`src/hdl/swk_pkg.sv`:
```
`timescale 1ns / 1ps
package swk_pkg;

    localparam int ATAN_LEN      = 24;
    localparam int CORDIC_STAGES_DEF = 16;

    localparam int ROT_W   = 34;
    localparam int VEC_W   = 48;
    localparam int MAG_W   = 25;
    localparam int SQ_W    = 2 * MAG_W;
    localparam int REM_W   = MAG_W + 3;
    localparam int MX_W    = 24;
    localparam int T_W     = 33;
    localparam int PROD_W  = MAG_W + 16;

    localparam logic signed [ROT_W-1:0] CORDIC_GAIN = 34'sd652032874;
    localparam logic [15:0] BODY_RADIUS_RST      = 16'd4096;
    localparam logic [15:0] INV_WHEEL_RADIUS_RST = 16'd2560;

    localparam logic [1:0] REG_BODY_RADIUS      = 2'd0;
    localparam logic [1:0] REG_INV_WHEEL_RADIUS = 2'd1;

    localparam logic [31:0] MODULE_OFF [0:2] = '{32'd357913941, 32'd1789569707,
                                                 32'd3221225472};

    function automatic logic [31:0] atan_val(input int i);
        logic [31:0] r;
        case (i)
            0:  r = 32'h20000000;
            1:  r = 32'h12E4051E;
            2:  r = 32'h09FB385B;
            3:  r = 32'h051111D4;
            4:  r = 32'h028B0D43;
            5:  r = 32'h0145D7E1;
            6:  r = 32'h00A2F61E;
            7:  r = 32'h00517C55;
            8:  r = 32'h0028BE53;
            9:  r = 32'h00145F2F;
            10: r = 32'h000A2F98;
            11: r = 32'h000517CC;
            12: r = 32'h00028BE6;
            13: r = 32'h000145F3;
            14: r = 32'h0000A2FA;
            15: r = 32'h0000517D;
            16: r = 32'h000028BE;
            17: r = 32'h0000145F;
            18: r = 32'h00000A30;
            19: r = 32'h00000518;
            20: r = 32'h0000028C;
            21: r = 32'h00000146;
            22: r = 32'h000000A3;
            23: r = 32'h00000051;
            default: r = 32'h0;
        endcase
        return r;
    endfunction

endpackage

```
`src/hdl/swk_rot_cell.sv`:
```
`timescale 1ns / 1ps
module swk_rot_cell
    import swk_pkg::*;
#(
    parameter int IDX = 0,
    parameter int PW  = 1
)
(
    input  logic                    clk,
    input  logic                    en,
    input  logic signed [ROT_W-1:0] x_in,
    input  logic signed [ROT_W-1:0] y_in,
    input  logic signed [ROT_W-1:0] z_in,
    input  logic [PW-1:0]           p_in,
    output logic signed [ROT_W-1:0] x_out,
    output logic signed [ROT_W-1:0] y_out,
    output logic signed [ROT_W-1:0] z_out,
    output logic [PW-1:0]           p_out
);

    localparam logic signed [ROT_W-1:0] ATAN = $signed({2'b00, atan_val(IDX)});

    logic signed [ROT_W-1:0] x_reg, y_reg, z_reg;
    logic signed [ROT_W-1:0] x_next, y_next, z_next;
    logic [PW-1:0]           p_reg;
    logic signed [ROT_W-1:0] dx, dy;

    always_comb
    begin
        dx = y_in >>> IDX;
        dy = x_in >>> IDX;
        if (z_in >= 0)
        begin
            x_next = x_in - dx;
            y_next = y_in + dy;
            z_next = z_in - ATAN;
        end
        else
        begin
            x_next = x_in + dx;
            y_next = y_in - dy;
            z_next = z_in + ATAN;
        end
    end

    always_ff @(posedge clk)
    begin
        if (en)
        begin
            x_reg <= x_next;
            y_reg <= y_next;
            z_reg <= z_next;
            p_reg <= p_in;
        end
    end

    assign x_out = x_reg;
    assign y_out = y_reg;
    assign z_out = z_reg;
    assign p_out = p_reg;

endmodule

```
`config.mk`:
```
export PLATFORM = sky130hd
export DESIGN_NAME = swk_rot_cell
export DESIGN_NICKNAME = d
export VERILOG_FILES = /design/src/hdl/swk_pkg.sv /design/src/hdl/swk_rot_cell.sv
export SDC_FILE = /design/constraint.sdc
export NUM_CORES = 1
export LEC_CHECK = 0
export ABC_AREA = 1
export BUFFER_PORTS_ARGS = -buffer_cell sky130_fd_sc_hd__buf_2
export CAP_MARGIN = 10
export CELL_PAD_IN_SITES_DETAIL_PLACEMENT = 0
export CELL_PAD_IN_SITES_GLOBAL_PLACEMENT = 2
export CORE_AREA = 2 2 213 215
export DETAILED_ROUTE_END_ITERATION = 6
export DIE_AREA = 0 0 215 217
export PLACE_DENSITY = 0.78
export SLEW_MARGIN = 25
export SYNTH_ARGS = -nofsm -noshare
export SYNTH_HDL_FRONTEND = slang
export SYNTH_SLANG_ARGS = --single-unit
export TNS_END_PERCENT = 1
```
`constraint.sdc`:
```
create_clock -name clk -period 7.4 [get_ports clk]
set_input_delay 1.48 -clock clk [delete_from_list [all_inputs] [get_ports clk]]
set_output_delay 1.48 -clock clk [all_outputs]
set_load 0.05 [all_outputs]
```
==> results by group <==
Status
  – Outcome: finished clean

CTS
  – Inserted Clock Buffers: 9
  – Number of gates resized after CTS: 0
  – Buffer count from post-CTS setup fixing: 0
  – TritonCTS clock tree: done
  – Clock slew at reported path FFs: about 0.080 ns
  – Root Buffer: sky130_fd_sc_hd__clkbuf_16
  – Number of levels in the clock H-tree: 3
  – Clock Sinks: about 100
  – CTS Hold Bufs: 0
  – Largest buffer count on any clock path: 2

Final layout
  – # nets final: around 2.0k
  – Ant diodes: 0
  – Ratio of cells with drive above 1 in the final layout: about 16%
  – Post-synthesis to final-layout area growth: 17.2%
  – Non-Filler Cell Area, Final: roughly 13,000 sq um
  – End-of-flow core utilization: around 29%

Synth
  – Total nets after synthesis: about 1.8k
  – Flip-flop cell with the highest count after synthesis: sky130_fd_sc_hd__edfxtp_1
  – Mean Syn Cell Area: roughly 6.7 sq um
  – Library cell with the highest instance count after synthesis: sky130_fd_sc_hd__nand2_1
  – Post-synth top area share: 28.0%
  – Syn Std Cell Area: between 10,000 and 15,000 sq um
  – Fraction of the yosys area taken by sequential cells: 28.0%
  – Number of different library cells in the post-synthesis netlist: 44
  – Most frequent cells after synthesis: 475 x sky130_fd_sc_hd__nand2_1, 262 x sky130_fd_sc_hd__inv_1, 157 x sky130_fd_sc_hd__nand3_1
  – Ranking of synthesized cells by area: sky130_fd_sc_hd__edfxtp_1 28%, sky130_fd_sc_hd__nand2_1 16%, sky130_fd_sc_hd__ha_1 12%, sky130_fd_sc_hd__inv_1 9.0%, sky130_fd_sc_hd__nand3_1 7.2%
  – Count of mapped cells out of synthesis: 1,630
  – Number of warnings issued by yosys: 0
  – Post-synth EDFFs: a little over 100
  – Async S/R FF share, synth: 0%
  – Flops & latches, synth: around 100
  – Cell taking the most area after synthesis: sky130_fd_sc_hd__edfxtp_1

Power
  – Comb power frac: between 40 and 50%
  – Net switching power: between 0.001 and 0.0015 W
  – Sequential cell fraction of total power: between 30% and 40%
  – Switching power as a share of total power: between 40% and 50%
  – Clock Power Share: 24.4%
  – Power density cells: between 150 and 200 nW/um^2
  – Static leakage: 6.52 nW
  – Worst-case vdd ir drop: 107 uV
  – Internal power of the cells: between 0.001 and 0.0015 W

Route
  – Initial detailed-routing violation count: 678
  – Router iterations before antenna repair: 5
  – Per-cell routed wire length: roughly 18 um
  – Via density per instance: roughly 4.5
  – Total Wirelength: around 43,000 um
  – Post-route DRC violation count: 0
  – Count of nets left with antenna violations after detail routing: 0
  – Vias after detailed routing: between 10k and 15k

Timing
  – Maximum achievable frequency: between 200 and 300 MHz
  – Hold slack: 1.26 ns
  – RSZ-0062 raised after global routing: no
  – Portion of the clock cycle consumed by the worst path in the final layout: slightly above 50%
  – Max-Slew Margin vs Limit: around 44%
  – Final setup vio count: 0
  – Number of hold-slack violations in the final timing report: 0
  – Post-route setup slack: between 3 and 4 ns
  – Worst-margin pin slew: between 0.8 and 0.9 ns
  – Post-route minimum period: between 3 and 4 ns
  – Accumulated negative setup slack: 0 ns
  – Final count of pins violating max slew: 0

GRT
  – Vias in the first global route: between 10k and 15k
  – Remaining global-route overflow: 0
  – Antenna violations before repair: 0
  – Maximum number of pins on one net before global-route repair: 76
  – First-pass GRT wire length: ~64,000 um
  – All-Layer GR Usage: between 10% and 20%

Critical path
  – Critical Path RT: 7.54 ns
  – Startpoint types: primary input
  – WS Path Type: primary input to flop
  – Crit end category: flop
  – Data arrival time of the worst path: approximately 3.9 ns
  – Maximum net fanout on the critical path: 70

Die
  – Die footprint: 46,700 sq um
  – Num rows: 78
  – Width of the chip: about 220 um
  – Area of the placeable core: between 40,000 and 50,000 sq um
  – I/O Pins: 208
  – Vertical die dimension: between 200 and 250 um
  – Initial cell density of the core: 24.5%

Placed design
  – Final GP Congestion: 0.893
  – HPWL after detailed placement: 35,600 um
  – Count of buffers from port buffering: 207
  – Area of placed instances: 12,400 sq um
  – Post-Place Worst Slack: between 3 and 4 ns

Worst hold path
  – Kind of path behind the tightest hold check: primary input to flop

Run
  – Max Cap Violations: 0
layer usage:
metal | wire length, um | track usage [%] | up-vias
li1 | - | - | 5576
met1 | 19700 | 23.3 | 5119
met2 | 20200 | 31.7 | 233
met3 | 1580 | 2.46 | 41
met4 | 1030 | 6.02 | 0
met5 | 0 | 0 | -
power groups by stage:
| stage | sequential (W) | clock [W] | combinational, W |
|---|---|---|---|
| final | 0.000745 | 0.000583 | 0.00106 |
| after global routing | 0.000753 | 0.000629 | 0.00116 |
| after CTS | 0.000748 | 0.000614 | 0.00106 |
| after detailed placement | 0.000760 | 0 | 0.00106 |
| after global placement | 0.000758 | 0 | 0.00106 |
| after floorplan | 0.00101 | 0 | 0.000489 |
worst max-delay path: stages:
cell and delay (ns):
sky130_fd_sc_hd__buf_2 0.13, sky130_fd_sc_hd__inv_1 0.14, sky130_fd_sc_hd__ha_1 0.17, sky130_fd_sc_hd__nand3_1 0.08, sky130_fd_sc_hd__nor3_1 0.13, sky130_fd_sc_hd__nand3b_1 0.17
sky130_fd_sc_hd__o21ai_4 0.17, sky130_fd_sc_hd__buf_4 0.63, sky130_fd_sc_hd__ha_1 0.41, sky130_fd_sc_hd__nand2_1 0.08, sky130_fd_sc_hd__nand2_1 0.05, sky130_fd_sc_hd__a21oi_1 0.15
sky130_fd_sc_hd__xnor2_1 0.08
stage by stage:
stage / power, W / std cells
after CTS: 0.00242 / 2410
after detailed placement: 0.00182 / 2394
after global routing: 0.00254 / 2411
after global placement: 0.00182 / 2394
after floorplan: 0.00150 / 1630
final: 0.00239 / 2411
cell usage in the layout (no fill, tap or decap), drive strengths merged, types with 4 or more instances in the layout:
cell type / synthesis / layout
ha: 103 / 103
xor2: 35 / 35
nor2: 134 / 134
nor4: 5 / 5
inv: 274 / 276
a21o: 6 / 6
nand4: 16 / 16
nor3: 18 / 18
nand2: 489 / 489
o21bai: 16 / 16
buf: 44 / 211
o21ai: 89 / 89
nand3b: 4 / 4
clkbuf: 2 / 9
edfxtp: 102 / 102
fa: 4 / 4
a21oi: 114 / 114
nand3: 160 / 160
layout make-up:
type | instances | area [sq um]
Fill cell | 5060 | 31900
Clock inverter | 7 | 124
Clock buffer | 9 | 225
Sequential cell | 102 | 3060
Inverter | 274 | 1030
Tap cell | 600 | 751
Timing Repair Buffer | 211 | 1090
Multi-Input combinational cell | 1208 | 6540
state kept, by name (all words and copies together), names as in the netlist:
signal / flops
x_out: 34
z_out: 34
y_out: 33
p_out: 1
logic make-up (layout without fill, tap and decap cells):
logic type	Yosys count	after routing	share of synthesized area, %
AO/OA/AOI/OAI	231	231	11.5
XOR/XNOR	37	37	2.96
adder cells (fa/ha/maj)	107	107	12.5
buffers and inverters	320	501	12.4
flip-flops	102	102	28.0
AND/OR/NAND/NOR	833	833	32.7
worst paths after layout:
path,from,to,slack [ns],depth (start not counted)
setup / recovery,z_in[33],z_out[33]$_DFFE_PP_,3.67,13
hold / removal,p_in,p_out$_DFFE_PP_,1.26,1
Power figures use the tool's default switching activity.
