--- src/hdl/swk_pkg.sv ---
`timescale 1ns / 1ps
package swk_pkg;

    localparam int ATAN_LEN      = 24;
    localparam int CORDIC_STAGES_DEF = 16;

    localparam int ROT_W   = 34;
    localparam int VEC_W   = 48;
    localparam int MAG_W   = 25;
    localparam int SQ_W    = 2 * MAG_W;
    localparam int REM_W   = MAG_W + 3;
    localparam int MX_W    = 24;
    localparam int T_W     = 33;
    localparam int PROD_W  = MAG_W + 16;

    localparam logic signed [ROT_W-1:0] CORDIC_GAIN = 34'sd652032874;
    localparam logic [15:0] BODY_RADIUS_RST      = 16'd4096;
    localparam logic [15:0] INV_WHEEL_RADIUS_RST = 16'd2560;

    localparam logic [1:0] REG_BODY_RADIUS      = 2'd0;
    localparam logic [1:0] REG_INV_WHEEL_RADIUS = 2'd1;

    localparam logic [31:0] MODULE_OFF [0:2] = '{32'd357913941, 32'd1789569707,
                                                 32'd3221225472};

    function automatic logic [31:0] atan_val(input int i);
        logic [31:0] r;
        case (i)
            0:  r = 32'h20000000;
            1:  r = 32'h12E4051E;
            2:  r = 32'h09FB385B;
            3:  r = 32'h051111D4;
            4:  r = 32'h028B0D43;
            5:  r = 32'h0145D7E1;
            6:  r = 32'h00A2F61E;
            7:  r = 32'h00517C55;
            8:  r = 32'h0028BE53;
            9:  r = 32'h00145F2F;
            10: r = 32'h000A2F98;
            11: r = 32'h000517CC;
            12: r = 32'h00028BE6;
            13: r = 32'h000145F3;
            14: r = 32'h0000A2FA;
            15: r = 32'h0000517D;
            16: r = 32'h000028BE;
            17: r = 32'h0000145F;
            18: r = 32'h00000A30;
            19: r = 32'h00000518;
            20: r = 32'h0000028C;
            21: r = 32'h00000146;
            22: r = 32'h000000A3;
            23: r = 32'h00000051;
            default: r = 32'h0;
        endcase
        return r;
    endfunction

endpackage

--- src/hdl/swk_sqrt_cell.sv ---
`timescale 1ns / 1ps
module swk_sqrt_cell
    import swk_pkg::*;
#(
    parameter int IDX = 0,
    parameter int PW  = 1
)
(
    input  logic             clk,
    input  logic             en,
    input  logic [REM_W-1:0] rem_in,
    input  logic [MAG_W-1:0] q_in,
    input  logic [SQ_W-1:0]  v_in,
    input  logic [PW-1:0]    p_in,
    output logic [REM_W-1:0] rem_out,
    output logic [MAG_W-1:0] q_out,
    output logic [SQ_W-1:0]  v_out,
    output logic [PW-1:0]    p_out
);

    logic [REM_W-1:0] rem_reg, rem_next, rem_sh, trial;
    logic [MAG_W-1:0] q_reg, q_next;
    logic [SQ_W-1:0]  v_reg;
    logic [PW-1:0]    p_reg;
    logic             ge;

    always_comb
    begin
        rem_sh = {rem_in[REM_W-3:0], v_in[SQ_W-1-2*IDX -: 2]};
        trial  = REM_W'({q_in, 2'b01});
        ge     = (rem_sh >= trial);
        rem_next = ge ? (rem_sh - trial) : rem_sh;
        q_next   = {q_in[MAG_W-2:0], ge};
    end

    always_ff @(posedge clk)
    begin
        if (en)
        begin
            rem_reg <= rem_next;
            q_reg   <= q_next;
            v_reg   <= v_in;
            p_reg   <= p_in;
        end
    end

    assign rem_out = rem_reg;
    assign q_out   = q_reg;
    assign v_out   = v_reg;
    assign p_out   = p_reg;

endmodule

--- config.mk ---
export PLATFORM = sky130hd
export DESIGN_NAME = swk_sqrt_cell
export DESIGN_NICKNAME = d
export VERILOG_FILES = /design/src/hdl/swk_pkg.sv /design/src/hdl/swk_sqrt_cell.sv
export SDC_FILE = /design/constraint.sdc
export NUM_CORES = 1
export LEC_CHECK = 0
export ABC_AREA = 0
export ABC_CLOCK_PERIOD_IN_PS = 2700
export BUFFER_PORTS_ARGS = -buffer_cell sky130_fd_sc_hd__clkbuf_2
export CAP_MARGIN = 20
export CORE_MARGIN = 4
export CORE_UTILIZATION = 31
export DETAILED_ROUTE_END_ITERATION = 8
export PLACE_DENSITY = 0.6
export SYNTH_ARGS = -nofsm -noshare
export SYNTH_HDL_FRONTEND = slang
export SYNTH_SLANG_ARGS = --single-unit
--- constraint.sdc ---
create_clock -name clk -period 2.7 [get_ports clk]
set_input_delay 0.54 -clock clk [delete_from_list [all_inputs] [get_ports clk]]
set_output_delay 0.54 -clock clk [all_outputs]
set_load 0.05 [all_outputs]
==> results of run 1 <==
-- area by class of cell --
type / instances / area [um2] / share of cell area [%]
sequential: 104 / 3120 / 43.4
multi-input combinational: 239 / 1770 / 24.5
clock buffer: 9 / 225 / 3.13
timing repair buffer: 285 / 1640 / 22.8
inverter: 32 / 120 / 1.67
tap: 216 / 270 / 3.76
clock inverter: 6 / 51.3 / 0.713
-- registers in the layout, indices dropped and copies added (netlist names) --
register and count:
p_out 1, v_out 50, rem_out 28, q_out 25
-- per-stage QoR --
stage / hold WS (ns) / setup TNS, ns
detailed placement: 0.719 / -9.45
global placement: 0.716 / -9.61
CTS: 0.348 / 0
global route: 0.341 / -0.00987
finish: 0.361 / 0
floorplan: 0.639 / -0.0624
-- worst paths after layout --
kind / from / end
worst max-delay path: q_in[5] / rem_out[25]
worst min-delay path: v_in[8] / v_out[8]
-- per-layer routing --
metal	global-route usage, %	vias to the layer above	wire length, um
met5	0	-	0
met1	16.1	1903	5420
li1	-	2009	-
met2	27.2	135	7130
met4	5.20	0	184
met3	3.87	14	1090
-- critical path, cell delays in order --
cell,delay [ns]
clkbuf_2,0.10
inv_1,0.05
ha_1,0.35
nand2_1,0.13
a211oi_2,0.31
a2111oi_4,0.09
o21ai_2,0.20
a41oi_4,0.17
o221a_2,0.28
nor3_1,0.23
buf_4,0.15
o41ai_2,0.05
-- repair_timing --
item | 4_1_cts | 5_1_grt
pin swaps | 1 | 3
endpoints found under the hold margin | 0 | 0
setup endpoints to repair | 12 | 18
resized for setup | 2 | 7
-- power by group through the flow --
stage	sequential [mW]	clock, mW	combinational, mW
floorplan	2.65	0	0.417
global placement	2.06	0	1.53
detailed placement	2.07	0	1.54
CTS	2.03	1.28	1.55
global route	2.04	1.36	1.66
finish	2.03	1.24	1.55
-- cells by family (layout without fill, tap and decap cells) --
logic type	count (synthesis)	count (layout)	share of synthesized area, %
XOR/XNOR	21	21	3.70
AND/OR/NAND/NOR	85	85	7.74
multiplexers	2	2	0.452
adder cells (fa/ha/maj)	27	27	6.79
AO/OA/AOI/OAI	104	104	15.2
flip-flops	104	104	62.7
buffers and inverters	41	332	3.37
-- cell usage in the layout (no fill, tap or decap), drive strengths merged, types with 11 or more instances in the layout --
master,instances
o21ai,32
clkbuf,215
a21oi,21
inv,35
buf,79
nor2,14
xnor2,11
edfxtp,104
ha,27
a21o,12
nand2,39
==> summary.txt, run 1 <==
Status
  – Outcome: complete, no violations

CTS
  – Hold_buf cts: 0
  – Clock tree root driver cell: clkbuf_16
  – TritonCTS Buffers: 9
  – Clock sinks: between 100 and 150
  – Clk slew on worst S/H paths: 0.07 ns
  – Post-CTS setup buffers: 0
  – Clock tree buffer depth: 2
  – CTS tree: yes
  – H-tree depth: 3

Worst setup path
  – Crit. End Element: flip-flop
  – Worst-path fanout max: 5
  – CP arrival: 2.66 ns
  – CP Data Required Time: 2.80 ns
  – Setup CP Type: in2reg
  – Crit path launch type: input pin

Final layout
  – Share of layout cells above drive strength 1: approximately 48%
  – # diodes: 0
  – Final instance count without filler cells: approximately 890
  – Area Overhead vs Synth: 44.5%
  – Fillers: 1,494
  – Final core occ: a little under half
  – Final net count: 804
  – Post-route cell area: between 7000 and 8000 um2

Power and ir drop
  – Reg power frac: 42.1%
  – P_sw: ~1.7 mW
  – Clk pwr share: 25.7%
  – P_leak: 3.27 nW
  – Pwr dens: 669 nW/um2
  – Internal Power: roughly 3.1 mW
  – Switching share of power: between 30% and 40%
  – Largest vdd supply drop: between 0.2 and 0.3 mV
  – Total power: a little under 5 mW
  – Combinational power share: 32.2%

GRT
  – First-pass GRT wire length: 20.8 mm
  – GRT Residual Overflow: 0
  – Initial antenna violation count: 0
  – Total global-route track usage: 14.7%
  – Largest net degree at the start of global routing: 65
  – Vias in the first global route: 4,192

Yosys
  – Ys async rst share: 0%
  – Leading area contributor after synthesis: edfxtp_1
  – Most frequent cell after synthesis: edfxtp_1
  – Gate Count Post-Synth: 384
  – Synthesized flop and latch total: 104
  – Post-synth top area share: 62.7%
  – Cell Area, Synth: 4980 um2
  – Most frequent cells after synthesis: edfxtp_1 (104), nand2_1 (39), inv_1 (32)
  – Ys flop type: edfxtp_1
  – Synthesized Nets: 517
  – Post-synth EDFFs: between 100 and 150
  – Leading cell types by total area after synthesis: edfxtp_1 (63%), ha_1 (6.8%), nand2_1 (2.9%)
  – Seq/Total Area, Yosys: between 60% and 70%
  – Ys Warns: 0
  – Distinct cells, synth: 56
  – Synthesized area per cell: 13.0 um2

Timing
  – Relative slew slack: 75.6%
  – Final Hold Viols: 0
  – Final worst slack: 0.138 ns
  – Final period utilization: 94.9%
  – Finish-stage setup viols: 0
  – Fmax achieved: 390 MHz
  – Min Clock Period, post-route: 2.56 ns
  – Worst-margin pin slew: 0.364 ns
  – Max Slew Vio Count: 0

Job
  – Max_cap viols: 0

Floorplan
  – Row cnt: 46
  – Area of the die: roughly 18,000 um2
  – Die Height: 135 um
  – Initial core utilization: between 30% and 40%
  – Core area: 15,800 um2
  – Die width: 135 um
  – # IOs: 210

Min path
  – Hold crit path type: in2reg
  – Worst hold path cell count: 1

Placed design
  – HPWL after detailed placement: 11.3 mm
  – Inst Count DP: 876
  – Placed inst area: 6850 um2
  – Setup WS pre-CTS: -0.442 ns
  – Placer Congestion: 0.810
  – IO buf count: 207

Drt
  – Residual DRC: 0
  – DR WL/cell: 15.5 um
  – First-pass DRT Iterations: 4
  – Routed vias/inst: 4.56
  – ANT nets after route: 0
  – Via count: 4,061
  – DR iter-0 viols: 240
  – Routed WL: around 14 mm
Note: power is estimated with default switching activity, not from simulation.
==> run 2: changes to the inputs <==
- BUFFER_PORTS_ARGS: -buffer_cell sky130_fd_sc_hd__clkbuf_2 -> not set
- DONT_BUFFER_PORTS: not set -> 1
- PLACE_DENSITY: 0.6 -> 0.48
==> run 2 against run 1 <==
Against the previous run: non-clock buffer count decreased by 211; die area unchanged; flip-flop and latch count unchanged; global-route usage down 1.8 points; maximum frequency rose by 1.7%; worst hold slack got worse by 0.085 ns; cell area is 15% lower.
==> summary.txt, run 2 (synthesized netlist as in run 1, its figures left out) <==
Status
  – Outcome: complete, no violations

Drt
  – Residual DRC: 0 (unchanged)
  – DR WL/cell: 17.8 um (+15%)
  – DR iter-0 viols: 76 (-68%)
  – First-pass DRT Iterations: 4 (unchanged)
  – Routed vias/inst: 4.70 (+3.2%)
  – Via count: 3,202 (-21%)
  – Routed WL: 12.1 mm (-12%)
  – ANT nets after route: 0 (unchanged)

Timing
  – RSZ-0062 raised after global routing: false
  – Relative slew slack: 66.1% (-9.5 points)
  – Finish-stage setup viols: 0 (unchanged)
  – Max Slew Vio Count: 0 (unchanged)
  – Final period utilization: 93.3% (-1.6 points)
  – Fmax achieved: 397 MHz (+1.7%)
  – Hold Worst Slack: 0.276 ns (-0.0850 ns)
  – Min Clock Period, post-route: 2.52 ns (-0.0435 ns)
  – Worst-margin pin slew: 0.509 ns (+0.145 ns)
  – Setup TNS: 0 ns (unchanged)
  – Final Hold Viols: 0 (unchanged)

Power and ir drop
  – Total power: 4.70 mW (-2.4%)
  – Pwr dens: 765 nW/um2 (+14%)
  – P_leak: 2.42 nW (-26%)
  – Largest vdd supply drop: 0.323 mV (+21%)

Floorplan
  – Core area: 15,800 um2 (unchanged)
  – # IOs: 210 (unchanged)
  – Area of the die: 18,100 um2 (unchanged)
  – Die width: 135 um (unchanged)
  – Row cnt: 46 (unchanged)
  – Die Height: 135 um (unchanged)
  – Initial core utilization: 31.4% (unchanged)

GRT
  – GRT Residual Overflow: 0 (unchanged)
  – Vias in the first global route: 3,236 (-23%)
  – GR Util met3: 6.04% (+2.2 points)
  – Met2 Use GR: 22.0% (-5.2 points)
  – GRT Max-Usage Layer: met2
  – First-pass GRT wire length: 18.0 mm (-14%)
  – Initial antenna violation count: 0 (unchanged)
  – Total global-route track usage: 12.9% (-1.8 points)
  – Met1 usage: 14.2% (-1.9 points)
  – Largest net degree at the start of global routing: 105 (+62%)

Worst setup path
  – WP buf/inv: 1 (-2)
  – Setup CP Type: in2reg
  – Top delay family on crit path: compound AO/OA/AOI/OAI gates
  – CP arrival: 2.62 ns (-0.04 ns)
  – Critical-path top delay cell: a2111oi_4
  – Crit path largest cell delay: 0.36 ns (about the same)
  – Crit. End Element: flip-flop
  – CP Data Required Time: 2.81 ns (about the same)
  – Crit-path cells: inv_1 -> ha_1 -> o211ai_1 -> a211oi_2 -> a2111oi_4 -> o21ai_2 -> a41oi_4 -> o221ai_4 -> a2111oi_2 -> nor3_1
  – Crit path launch type: input pin
  – Worst-path fanout max: 5 (unchanged)

Final layout
  – Fillers: 1,502 (+0.54%)
  – Commonest non-fill, non-tap cell in the layout: edfxtp_1
  – Share of layout cells above drive strength 1: 23.7% (-24 points)
  – Area Overhead vs Synth: 23.5%
  – Max FFs per register: 50 (unchanged)
  – Commonest cells after routing, fill and taps aside: edfxtp_1 (104), buf_4 (73), nand2_1 (39), inv_1 (32), o21ai_0 (28)
  – Final net count: 593 (-26%)
  – # diodes: 0 (unchanged)
  – Final core occ: 38.8% (-6.6 points)

Job
  – Max_cap viols: 0 (unchanged)

Placed design
  – IO buf count: 0 (-100%)
  – Placer Congestion: 0.760 (-6.2%)
  – HPWL after detailed placement: 9.47 mm (-16%)

CTS
  – TritonCTS Buffers: 9 (unchanged)
  – Hold_buf cts: 0 (unchanged)
  – CTS tree: yes
  – H-tree depth: 3 (unchanged)
  – Post-CTS setup buffers: 0 (unchanged)
  – Clock tree root driver cell: clkbuf_16
  – Clock sinks: 104 (unchanged)
  – Clock tree buffer depth: 2 (unchanged)
  – Clk slew on worst S/H paths: 0.08 ns (about the same)

Min path
  – Hold crit path type: in2reg
## run 2: cell count changes in the layout (fill, tap and decap cells not counted), sizes merged
cell / delta
clkinv: +2
buf: -5
clkbuf: -206
bufinv: +1
clkinvlp: -3
inv: +1
## run 2: routing by layer
metal / part of all wire [%] / routed length [um]
met3: 10 / 1240
met1: 40 / 4850
met5: 0 / 0
met2: 49 / 5900
met4: 1.2 / 143
## run 2: cell type report
type / count / area [um2] / share of cell area (%)
clock inverter: 7 / 97.6 / 1.59
sequential: 104 / 3120 / 50.8
inverter: 32 / 120 / 1.95
tap: 216 / 270 / 4.40
timing repair buffer: 74 / 568 / 9.24
multi-input combinational: 239 / 1740 / 28.3
clock buffer: 9 / 225 / 3.67
## run 2: final timing paths
path | start | endpoint | slack (ns) | cells after the start
worst min-delay path | q_in[21] | q_out[22] | 0.28 | 0
worst max-delay path | q_in[0] | rem_out[23] | 0.18 | 10
## run 2: where the power goes
group | switching, mW | internal (mW)
combinational | 0.341 | 0.336
sequential | 0.645 | 2.00
clock | 0.628 | 0.748
## run 2: stage by stage
| step | std cells | worst slack [ns] | instance area [um2] |
|---|---|---|---|
| detailed placement | 665 | -0.451 | 5780 |
| global placement | 665 | -0.433 | 5780 |
| finish | 681 | 0.181 | 6140 |
| global route | 681 | 0.000292 | 6140 |
| CTS | 681 | 0.0000213 | 6110 |
| floorplan | 384 | -0.0624 | 4980 |
## run 2: what timing repair did
action / in CTS / in global routing
resized for setup: 2 / 4
setup endpoints to repair: 1 / 7
cloned: 0 / 0
pin swaps: 1 / 4
