### src/hdl/swk_pkg.sv
`timescale 1ns / 1ps
package swk_pkg;

    localparam int ATAN_LEN      = 24;
    localparam int CORDIC_STAGES_DEF = 16;

    localparam int ROT_W   = 34;
    localparam int VEC_W   = 48;
    localparam int MAG_W   = 25;
    localparam int SQ_W    = 2 * MAG_W;
    localparam int REM_W   = MAG_W + 3;
    localparam int MX_W    = 24;
    localparam int T_W     = 33;
    localparam int PROD_W  = MAG_W + 16;

    localparam logic signed [ROT_W-1:0] CORDIC_GAIN = 34'sd652032874;
    localparam logic [15:0] BODY_RADIUS_RST      = 16'd4096;
    localparam logic [15:0] INV_WHEEL_RADIUS_RST = 16'd2560;

    localparam logic [1:0] REG_BODY_RADIUS      = 2'd0;
    localparam logic [1:0] REG_INV_WHEEL_RADIUS = 2'd1;

    localparam logic [31:0] MODULE_OFF [0:2] = '{32'd357913941, 32'd1789569707,
                                                 32'd3221225472};

    function automatic logic [31:0] atan_val(input int i);
        logic [31:0] r;
        case (i)
            0:  r = 32'h20000000;
            1:  r = 32'h12E4051E;
            2:  r = 32'h09FB385B;
            3:  r = 32'h051111D4;
            4:  r = 32'h028B0D43;
            5:  r = 32'h0145D7E1;
            6:  r = 32'h00A2F61E;
            7:  r = 32'h00517C55;
            8:  r = 32'h0028BE53;
            9:  r = 32'h00145F2F;
            10: r = 32'h000A2F98;
            11: r = 32'h000517CC;
            12: r = 32'h00028BE6;
            13: r = 32'h000145F3;
            14: r = 32'h0000A2FA;
            15: r = 32'h0000517D;
            16: r = 32'h000028BE;
            17: r = 32'h0000145F;
            18: r = 32'h00000A30;
            19: r = 32'h00000518;
            20: r = 32'h0000028C;
            21: r = 32'h00000146;
            22: r = 32'h000000A3;
            23: r = 32'h00000051;
            default: r = 32'h0;
        endcase
        return r;
    endfunction

endpackage

### src/hdl/swk_vec_cell.sv
`timescale 1ns / 1ps
module swk_vec_cell
    import swk_pkg::*;
#(
    parameter int IDX = 0,
    parameter int PW  = 1
)
(
    input  logic                    clk,
    input  logic                    en,
    input  logic signed [VEC_W-1:0] x_in,
    input  logic signed [VEC_W-1:0] y_in,
    input  logic [31:0]             z_in,
    input  logic [PW-1:0]           p_in,
    output logic signed [VEC_W-1:0] x_out,
    output logic signed [VEC_W-1:0] y_out,
    output logic [31:0]             z_out,
    output logic [PW-1:0]           p_out
);

    localparam logic [31:0] ATAN = atan_val(IDX);

    logic signed [VEC_W-1:0] x_reg, y_reg, x_next, y_next, dx, dy;
    logic [31:0]             z_reg, z_next;
    logic [PW-1:0]           p_reg;

    always_comb
    begin
        dx = y_in >>> IDX;
        dy = x_in >>> IDX;
        if (y_in > 0)
        begin
            x_next = x_in + dx;
            y_next = y_in - dy;
            z_next = z_in + ATAN;
        end
        else
        begin
            x_next = x_in - dx;
            y_next = y_in + dy;
            z_next = z_in - ATAN;
        end
    end

    always_ff @(posedge clk)
    begin
        if (en)
        begin
            x_reg <= x_next;
            y_reg <= y_next;
            z_reg <= z_next;
            p_reg <= p_in;
        end
    end

    assign x_out = x_reg;
    assign y_out = y_reg;
    assign z_out = z_reg;
    assign p_out = p_reg;

endmodule

### config.mk
export PLATFORM = sky130hd
export DESIGN_NAME = swk_vec_cell
export DESIGN_NICKNAME = d
export VERILOG_FILES = /design/src/hdl/swk_pkg.sv /design/src/hdl/swk_vec_cell.sv
export SDC_FILE = /design/constraint.sdc
export NUM_CORES = 1
export LEC_CHECK = 0
export ABC_CLOCK_PERIOD_IN_PS = 4600
export BUFFER_PORTS_ARGS = -buffer_cell sky130_fd_sc_hd__buf_2
export CAP_MARGIN = 0
export CORE_MARGIN = 2
export CORE_UTILIZATION = 45
export CTS_CLUSTER_DIAMETER = 80
export DETAILED_ROUTE_END_ITERATION = 12
export GPL_TIMING_DRIVEN = 1
export PLACE_DENSITY = 0.67
export SLEW_MARGIN = 10
export SYNTH_ARGS = -nofsm -noshare
export SYNTH_HDL_FRONTEND = slang
export SYNTH_SLANG_ARGS = --single-unit
### constraint.sdc
create_clock -name clk -period 4.6 [get_ports clk]
set_input_delay 0.92 -clock clk [delete_from_list [all_inputs] [get_ports clk]]
set_output_delay 0.92 -clock clk [all_outputs]
set_load 0.1 [all_outputs]
==> results of run 1 <==
-- cells in the final DEF, fill, tap and decap left out, drive strengths merged, types with 9 or more instances in the layout --
cell | netlist | layout
o31ai | 16 | 16
a31oi | 14 | 14
nor2 | 131 | 131
mux2i | 10 | 10
edfxtp | 128 | 128
nand2 | 90 | 90
xor2 | 11 | 11
clkbuf | 38 | 17
buf | 30 | 321
a21o | 39 | 39
ha | 141 | 141
inv | 144 | 153
a21oi | 202 | 202
nor2b | 23 | 23
nor3 | 27 | 27
o21a | 9 | 9
nor4 | 28 | 28
o21bai | 32 | 32
a211oi | 30 | 30
nand2b | 18 | 18
xnor2 | 82 | 82
nand3 | 28 | 28
o211ai | 12 | 12
nand4 | 31 | 31
o21ai | 112 | 112
clkinv | 8 | 11
-- routing by layer --
layer	up-vias	wire [um]	GRT usage
met4	2	1540	0.106
met1	6285	23100	0.481
met2	796	21000	0.480
met3	103	4780	0.0606
met5	-	8	0
li1	6229	-	-
-- how the worst max path moves through the flow --
stage	start	to	cells past startpoint
after floorplan	x_in[17]	x_out[45]	12
after global placement	x_in[13]	x_out[46]	13
after detailed placement	x_in[13]	x_out[46]	13
after CTS	x_in[13]	x_out[46]	13
after global routing	x_in[13]	x_out[46]	13
final	x_in[13]	x_out[46]	13
-- layout make-up --
class / instances / area, um2 / area share
multi-input cells: 1212 / 8330 / 0.534
clock inverters: 15 / 141 / 0.00907
repair buffers: 321 / 1790 / 0.115
diodes: 1 / 2.50 / 0.000161
flip-flops and latches: 128 / 3840 / 0.247
clock buffers: 17 / 425 / 0.0273
inverters: 152 / 574 / 0.0368
well taps: 384 / 480 / 0.0308
-- kinds of logic (layout without fill, tap and decap cells) --
family | Yosys count | in the layout | synth area share
compound gates | 549 | 549 | 0.270
simple gates | 415 | 415 | 0.157
buf+inv | 220 | 505 | 0.0659
fa+ha+maj | 145 | 145 | 0.142
flops | 128 | 128 | 0.295
xor+xnor | 93 | 93 | 0.0626
mux | 10 | 10 | 0.00769
other cells | 0 | 1 | 0
-- report_power, final --
part | switching [W] | internal [W]
registers | 0.0000499 | 0.00152
clock network | 0.000647 | 0.000718
logic | 0.00234 | 0.000677
total | 0.00304 | 0.00291
-- metrics by stage --
stage                     total power (W)  setup TNS [ps]  cells  cell area (um2)
after global routing              0.00617               0   2229            15600
after detailed placement          0.00456            -294   2197            15000
final                             0.00595               0   2230            15600
after global placement            0.00457            -397   2197            15000
after CTS                         0.00593               0   2229            15600
after floorplan                   0.00383               0   1560            13000
-- timing repair --
action	CTS	global route
resized for setup	0	1
hold endpoints to repair	0	0
endpoints found under the setup margin	0	1
-- state kept, by name, summed over array words and instances, names as in the netlist --
register / cells
x_out: 48
p_out: 1
y_out: 47
z_out: 32
==> flow_summary_export.csv, run 1 <==
group,metric,value,unit
routing,route.detailed.drc,0,
cells_and_area,n_fill_cell,2711,
cells_and_area,finalCoreUtilization,0.545,
worst_setup_path,crit_path_end_kind,"flop",
clock_network,total_clock_buffers_created_by_cts,17,
sta,timing.final.max_slew_violations,0,
clock_network,cts_h_tree_depth,4,
routing,drt_pass1_iterations,5,
pwr,power.static_leakage,6.88,nW
job,max_cap_violations,0,
synthesis,ys_seq_elements,128,
die,die_x,174,um
global_routing,grt_overflow,0,
sta,finalCriticalPeriod,4340,ps
synthesis,post-synth-top-count-cell,"sky130_fd_sc_hd__a21oi_1",
routing,detail_route.wirelength,50400,um
synthesis,synth_edf_count,128,
synthesis,syn_nets,1836,
die,die_y,174,um
clock_network,tritoncts,"done",
worst_setup_path,crit_path_cell_trace,"buf_2 -> inv_1 -> ha_1 -> nand2_1 -> buf_4 -> o21ai_0 -> a211oi_1 -> o21ai_0 -> o21ai_1 -> a21oi_2 -> a31oi_1 -> a211oi_1 -> xor2_1",
synthesis,synthTopCellsByArea,"sky130_fd_sc_hd__edfxtp_1 (30%), sky130_fd_sc_hd__ha_1 (14%), sky130_fd_sc_hd__a21oi_1 (7.7%)",
clock_network,cts.path.max_buffers,2,
pwr,worst_ir_drop_vdd,0.000210,V
worst_setup_path,slowest_stage,"sky130_fd_sc_hd__o21ai_0",
global_routing,wire_length_of_the_first_global_routing_pass,75800,um
synthesis,yosysWarnings,0,
die,ioPinCount,260,
global_routing,first_global_vias,12675,
synthesis,netlist-cell-type-count,83,
sta,layout_worst_path_cycle_share,0.943,
worst_setup_path,critical_path_peak_fanout,9,
sta,relative_slew_slack,0.318,
worst_setup_path,required,4790,ps
synthesis,yosysSeqAreaShare,0.295,
placement,port_buffers,259,
sta,unrepaired_setup_endpoints_after_global_routing,"false",
die,placementRows,62,
synthesis,synth_area,13000,um2
worst_setup_path,timing.critical_path.slowest_cell_delay,580,ps
clock_network,clock_sink_count,128,
routing,routed_via_density,6.02,
sta,worst_pin_slew,1020,ps
synthesis,syn_area_per_cell,8.35,um2
worst_setup_path,worst_path_dominant_cell_family,"compound AO/OA/AOI/OAI gates",
placement,place_congestion,0.990,
synthesis,synth_common_cells,"sky130_fd_sc_hd__a21oi_1 (201), sky130_fd_sc_hd__ha_1 (141), sky130_fd_sc_hd__inv_1 (138)",
synthesis,synth_largest_type_area_fraction,0.295,
placement,dpl.hpwl,41200,um
cells_and_area,areaGrowthSynthToFinish,19.7,%
sta,fmaxAchievable,0.230,GHz
routing,route.detailed.wl_per_inst,22.6,um
cells_and_area,layout-drive-gt1-share,0.215,
worst_hold_path,worst_hold_path_type,"input pin to flop",
placement,pre_cts_worst_setup_slack,-174,ps
sta,timing_hold_violations_final,0,
die,initial_utilization,0.455,
worst_setup_path,worst_ep_arrival_time,4530,ps
sta,setup_slack,260,ps
die,floorplan.die_area,30300,um2
global_routing,antenna_found_initial,2,
clock_network,post_cts_buffers,0,
worst_hold_path,timing.hold.worst_endpoint,"z_out[11]",
clock_network,ctsHoldBuffers,0,
synthesis,ys.flop_type,"sky130_fd_sc_hd__edfxtp_1",
clock_network,clk_transition_reported_paths,70,ps
routing,num_vias,13415,
sta,setup_violation_total_in_the_final_timing_report,0,
synthesis,async_flop_share,0,
worst_hold_path,timing.hold.worst.start,"z_in[11]",
worst_hold_path,min_delay_path_depth,1,
worst_setup_path,worstSetupStartpointType,"input pin",
die,placeableCoreArea,28600,um2
status,outcome,"completed",
synthesis,synth_cells,1560,
sta,fin_hold_ws,653,ps
global_routing,gr-usage-all-layers,0.326,
worst_setup_path,critPathBufInv,3,
worst_setup_path,critical_path_class,"input pin to flop",
routing,final_antenna_net_count,0,
global_routing,grt_start_max_net_pins,80,
clock_network,clock_tree.root_cell,"sky130_fd_sc_hd__clkbuf_16",
cells_and_area,nNetsFinal,2108,
routing,initialDrtViolationCount,1767,
synthesis,synth_top_area_cell,"sky130_fd_sc_hd__edfxtp_1",
pwr,cellPowerDensity,382,nW/um2
Note: power is estimated with default switching activity, not from simulation.
==> run 2: changes to the inputs <==
--- a/config.mk
+++ b/config.mk
@@ -5,15 +5,14 @@
 export SDC_FILE = /design/constraint.sdc
 export NUM_CORES = 1
 export LEC_CHECK = 0
-export ABC_CLOCK_PERIOD_IN_PS = 4600
+export ABC_CLOCK_PERIOD_IN_PS = 3700
 export BUFFER_PORTS_ARGS = -buffer_cell sky130_fd_sc_hd__buf_2
 export CAP_MARGIN = 0
 export CORE_MARGIN = 2
-export CORE_UTILIZATION = 45
+export CORE_UTILIZATION = 28
 export CTS_CLUSTER_DIAMETER = 80
 export DETAILED_ROUTE_END_ITERATION = 12
 export GPL_TIMING_DRIVEN = 1
-export PLACE_DENSITY = 0.67
 export SLEW_MARGIN = 10
 export SYNTH_ARGS = -nofsm -noshare
 export SYNTH_HDL_FRONTEND = slang
==> constraint.sdc (replaced) <==
create_clock -name clk -period 3.7 [get_ports clk]
set_input_delay 0.74 -clock clk [delete_from_list [all_inputs] [get_ports clk]]
set_output_delay 0.74 -clock clk [all_outputs]
set_load 0.1 [all_outputs]
==> run 2 against run 1 <==
Sequential power rose by 26%. Die area rose by 59%. Clock power rose by 29%. Global-route usage fell by 9.3 points. Wire length rose by 14%. Non-clock buffer count rose by 262. Utilization fell by 16 points. Critical path depth rose by 1. Sequential share of layout area fell by 3.2 points. Worst hold slack got worse by 200 ps. Flip-flop and latch count did not move. Largest cell class unchanged. Largest power group unchanged.
==> flow_summary_export.csv, run 2 (synthesis gave the netlist of run 1 again) <==
group,metric,value,unit
worst_setup_path,worstSetupStartpointType,"input pin",
routing,num_vias,14195,
cells_and_area,n_fill_cell,4809,
pwr,power.static_leakage,8.19,nW
worst_hold_path,timing.hold.worst_endpoint,"z_out[18]",
routing,routed_via_density,5.23,
routing,final_antenna_net_count,0,
placement,place_congestion,0.946,
cells_and_area,nNetsFinal,2370,
routing,detail_route.wirelength,57200,um
global_routing,grt_start_max_net_pins,65,
worst_setup_path,worst_ep_arrival_time,3830,ps
cells_and_area,layout-drive-gt1-share,0.314,
global_routing,grt_overflow,0,
status,outcome,"completed",
routing,route.met3.wl,4610,um
cells_and_area,mostFrequentLayoutCell,"sky130_fd_sc_hd__buf_4",
clock_network,clock_sink_count,128,
die,die_x,220,um
global_routing,antenna_found_initial,5,
global_routing,gr-usage-all-layers,0.233,
sta,finalCriticalPeriod,3550,ps
sta,setup_violation_total_in_the_final_timing_report,0,
routing,detail_route.wirelength.met1,25800,um
sta,fmaxAchievable,0.282,GHz
placement,port_buffers,259,
routing,initialDrtViolationCount,1327,
clock_network,tritoncts,"done",
worst_hold_path,timing.hold.worst.start,"z_in[18]",
pwr,worst_ir_drop_vdd,0.000378,V
die,placementRows,79,
sta,layout_worst_path_cycle_share,0.960,
die,ioPinCount,260,
routing,drt_pass1_iterations,5,
sta,timing.final.max_slew_violations,0,
cells_and_area,post-route-cell-area,17900,um2
job,max_cap_violations,0,
global_routing,first_global_vias,13769,
pwr,cellPowerDensity,438,nW/um2
die,placeableCoreArea,46300,um2
routing,route.detailed.wl_per_inst,21.1,um
clock_network,total_clock_buffers_created_by_cts,17,
routing,top_layer_used,"met5",
cells_and_area,areaGrowthSynthToFinish,37.9,%
global_routing,wire_length_of_the_first_global_routing_pass,83900,um
clock_network,cts_h_tree_depth,4,
clock_network,post_cts_buffers,0,
cells_and_area,commonest_non_fill_non_tap_cells_in_the_layout,"sky130_fd_sc_hd__buf_4 (319), sky130_fd_sc_hd__buf_2 (258), sky130_fd_sc_hd__a21oi_1 (201), sky130_fd_sc_hd__ha_1 (141), sky130_fd_sc_hd__inv_1 (138)",
clock_network,clk_transition_reported_paths,60,ps
sta,relative_slew_slack,0.543,
worst_setup_path,critical_path_peak_fanout,4,
clock_network,ctsHoldBuffers,0,
cells_and_area,largest_register_ff_count,48,
worst_hold_path,worst_hold_path_type,"input pin to flop",
pwr,power.total,0.00785,W
sta,fin_hold_ws,458,ps
sta,setup_slack,149,ps
routing,wl_met2,25100,um
sta,worst_pin_slew,680,ps
die,initial_utilization,0.281,
placement,dpl.hpwl,48200,um
sta,timing_hold_violations_final,0,
clock_network,clock_tree.root_cell,"sky130_fd_sc_hd__clkbuf_16",
die,die_y,220,um
worst_setup_path,critical_path_class,"input pin to flop",
routing,route.detailed.drc,0,
worst_setup_path,required,3980,ps
worst_setup_path,crit_path_end_kind,"flop",
die,floorplan.die_area,48200,um2
worst_hold_path,min_delay_path_depth,1,
placement,pre_cts_worst_setup_slack,-540,ps
sta,unrepaired_setup_endpoints_after_global_routing,"false",
placement,postPlaceCellArea,17300,um2
clock_network,cts.path.max_buffers,2,
-- run 2: cell types whose count changed in the layout (fill, tap and decap cells not counted), moves of 2 or more --
cell	previous run	this run
sky130_fd_sc_hd__clkinv_4	0	2
sky130_fd_sc_hd__buf_12	2	5
sky130_fd_sc_hd__inv_8	4	0
sky130_fd_sc_hd__a311oi_1	2	0
sky130_fd_sc_hd__inv_6	6	2
sky130_fd_sc_hd__a2111oi_0	4	2
sky130_fd_sc_hd__clkinv_2	2	5
sky130_fd_sc_hd__buf_4	60	319
sky130_fd_sc_hd__bufinv_16	0	3
-- run 2: cell type report --
class / count / area [um2] / area share
repair buffers: 583 / 3800 / 0.212
inverters: 152 / 574 / 0.0320
multi-input cells: 1212 / 8380 / 0.467
well taps: 607 / 759 / 0.0423
flip-flops and latches: 128 / 3840 / 0.214
clock buffers: 18 / 429 / 0.0239
clock inverters: 14 / 164 / 0.00913
diodes: 2 / 5.00 / 0.000279
-- run 2: layer usage --
metal	vias to the layer above	track usage
li1	6752	-
met1	6777	0.323
met2	579	0.358
met3	85	0.0496
met4	2	0.0817
met5	-	0
-- run 2: worst max-delay path by stage --
stage | start | to | slack (ps) | cells past startpoint
3_5_place_dp | x_in[0] | x_out[26] | -540 | 14
3_3_place_gp | x_in[0] | x_out[26] | -520 | 14
6_report | x_in[0] | x_out[26] | 150 | 14
5_1_grt | x_in[13] | x_out[46] | 10 | 15
2_1_floorplan | x_in[17] | x_out[45] | 380 | 12
4_1_cts | x_in[1] | y_out[45] | 70 | 16
-- run 2: report_power, final --
part	internal [W]	total, W	leakage, nW	switching [W]
Combinational	0.00111	0.00411	6.65	0.00300
Clock	0.00105	0.00176	0.288	0.000709
Sequential	0.00189	0.00198	1.25	0.0000893
-- run 2: repair_timing --
item | 4_1_cts | 5_1_grt
setup endpoints to repair | 2 | 16
gates resized for setup | 1 | 9
endpoints found under the hold margin | 0 | 0
-- run 2: worst max-delay path, cell delays in order --
cell and delay (ps):
sky130_fd_sc_hd__buf_2 110, sky130_fd_sc_hd__buf_4 130, sky130_fd_sc_hd__ha_1 210, sky130_fd_sc_hd__fa_1 410
sky130_fd_sc_hd__nor2b_2 190, sky130_fd_sc_hd__o211ai_2 250, sky130_fd_sc_hd__a21oi_2 170, sky130_fd_sc_hd__a311oi_4 350
sky130_fd_sc_hd__a21oi_1 200, sky130_fd_sc_hd__a311oi_2 390, sky130_fd_sc_hd__buf_4 180, sky130_fd_sc_hd__o31ai_1 80
sky130_fd_sc_hd__a21oi_1 200, sky130_fd_sc_hd__xor2_1 220
-- run 2: metrics by stage --
step	TNS, ps	cells	utilization
final	0	2716	0.388
after global routing	0	2714	0.388
after floorplan	0	1560	-
after detailed placement	-11340	2682	0.374
after CTS	0	2714	0.387
after global placement	-10910	2682	0.374
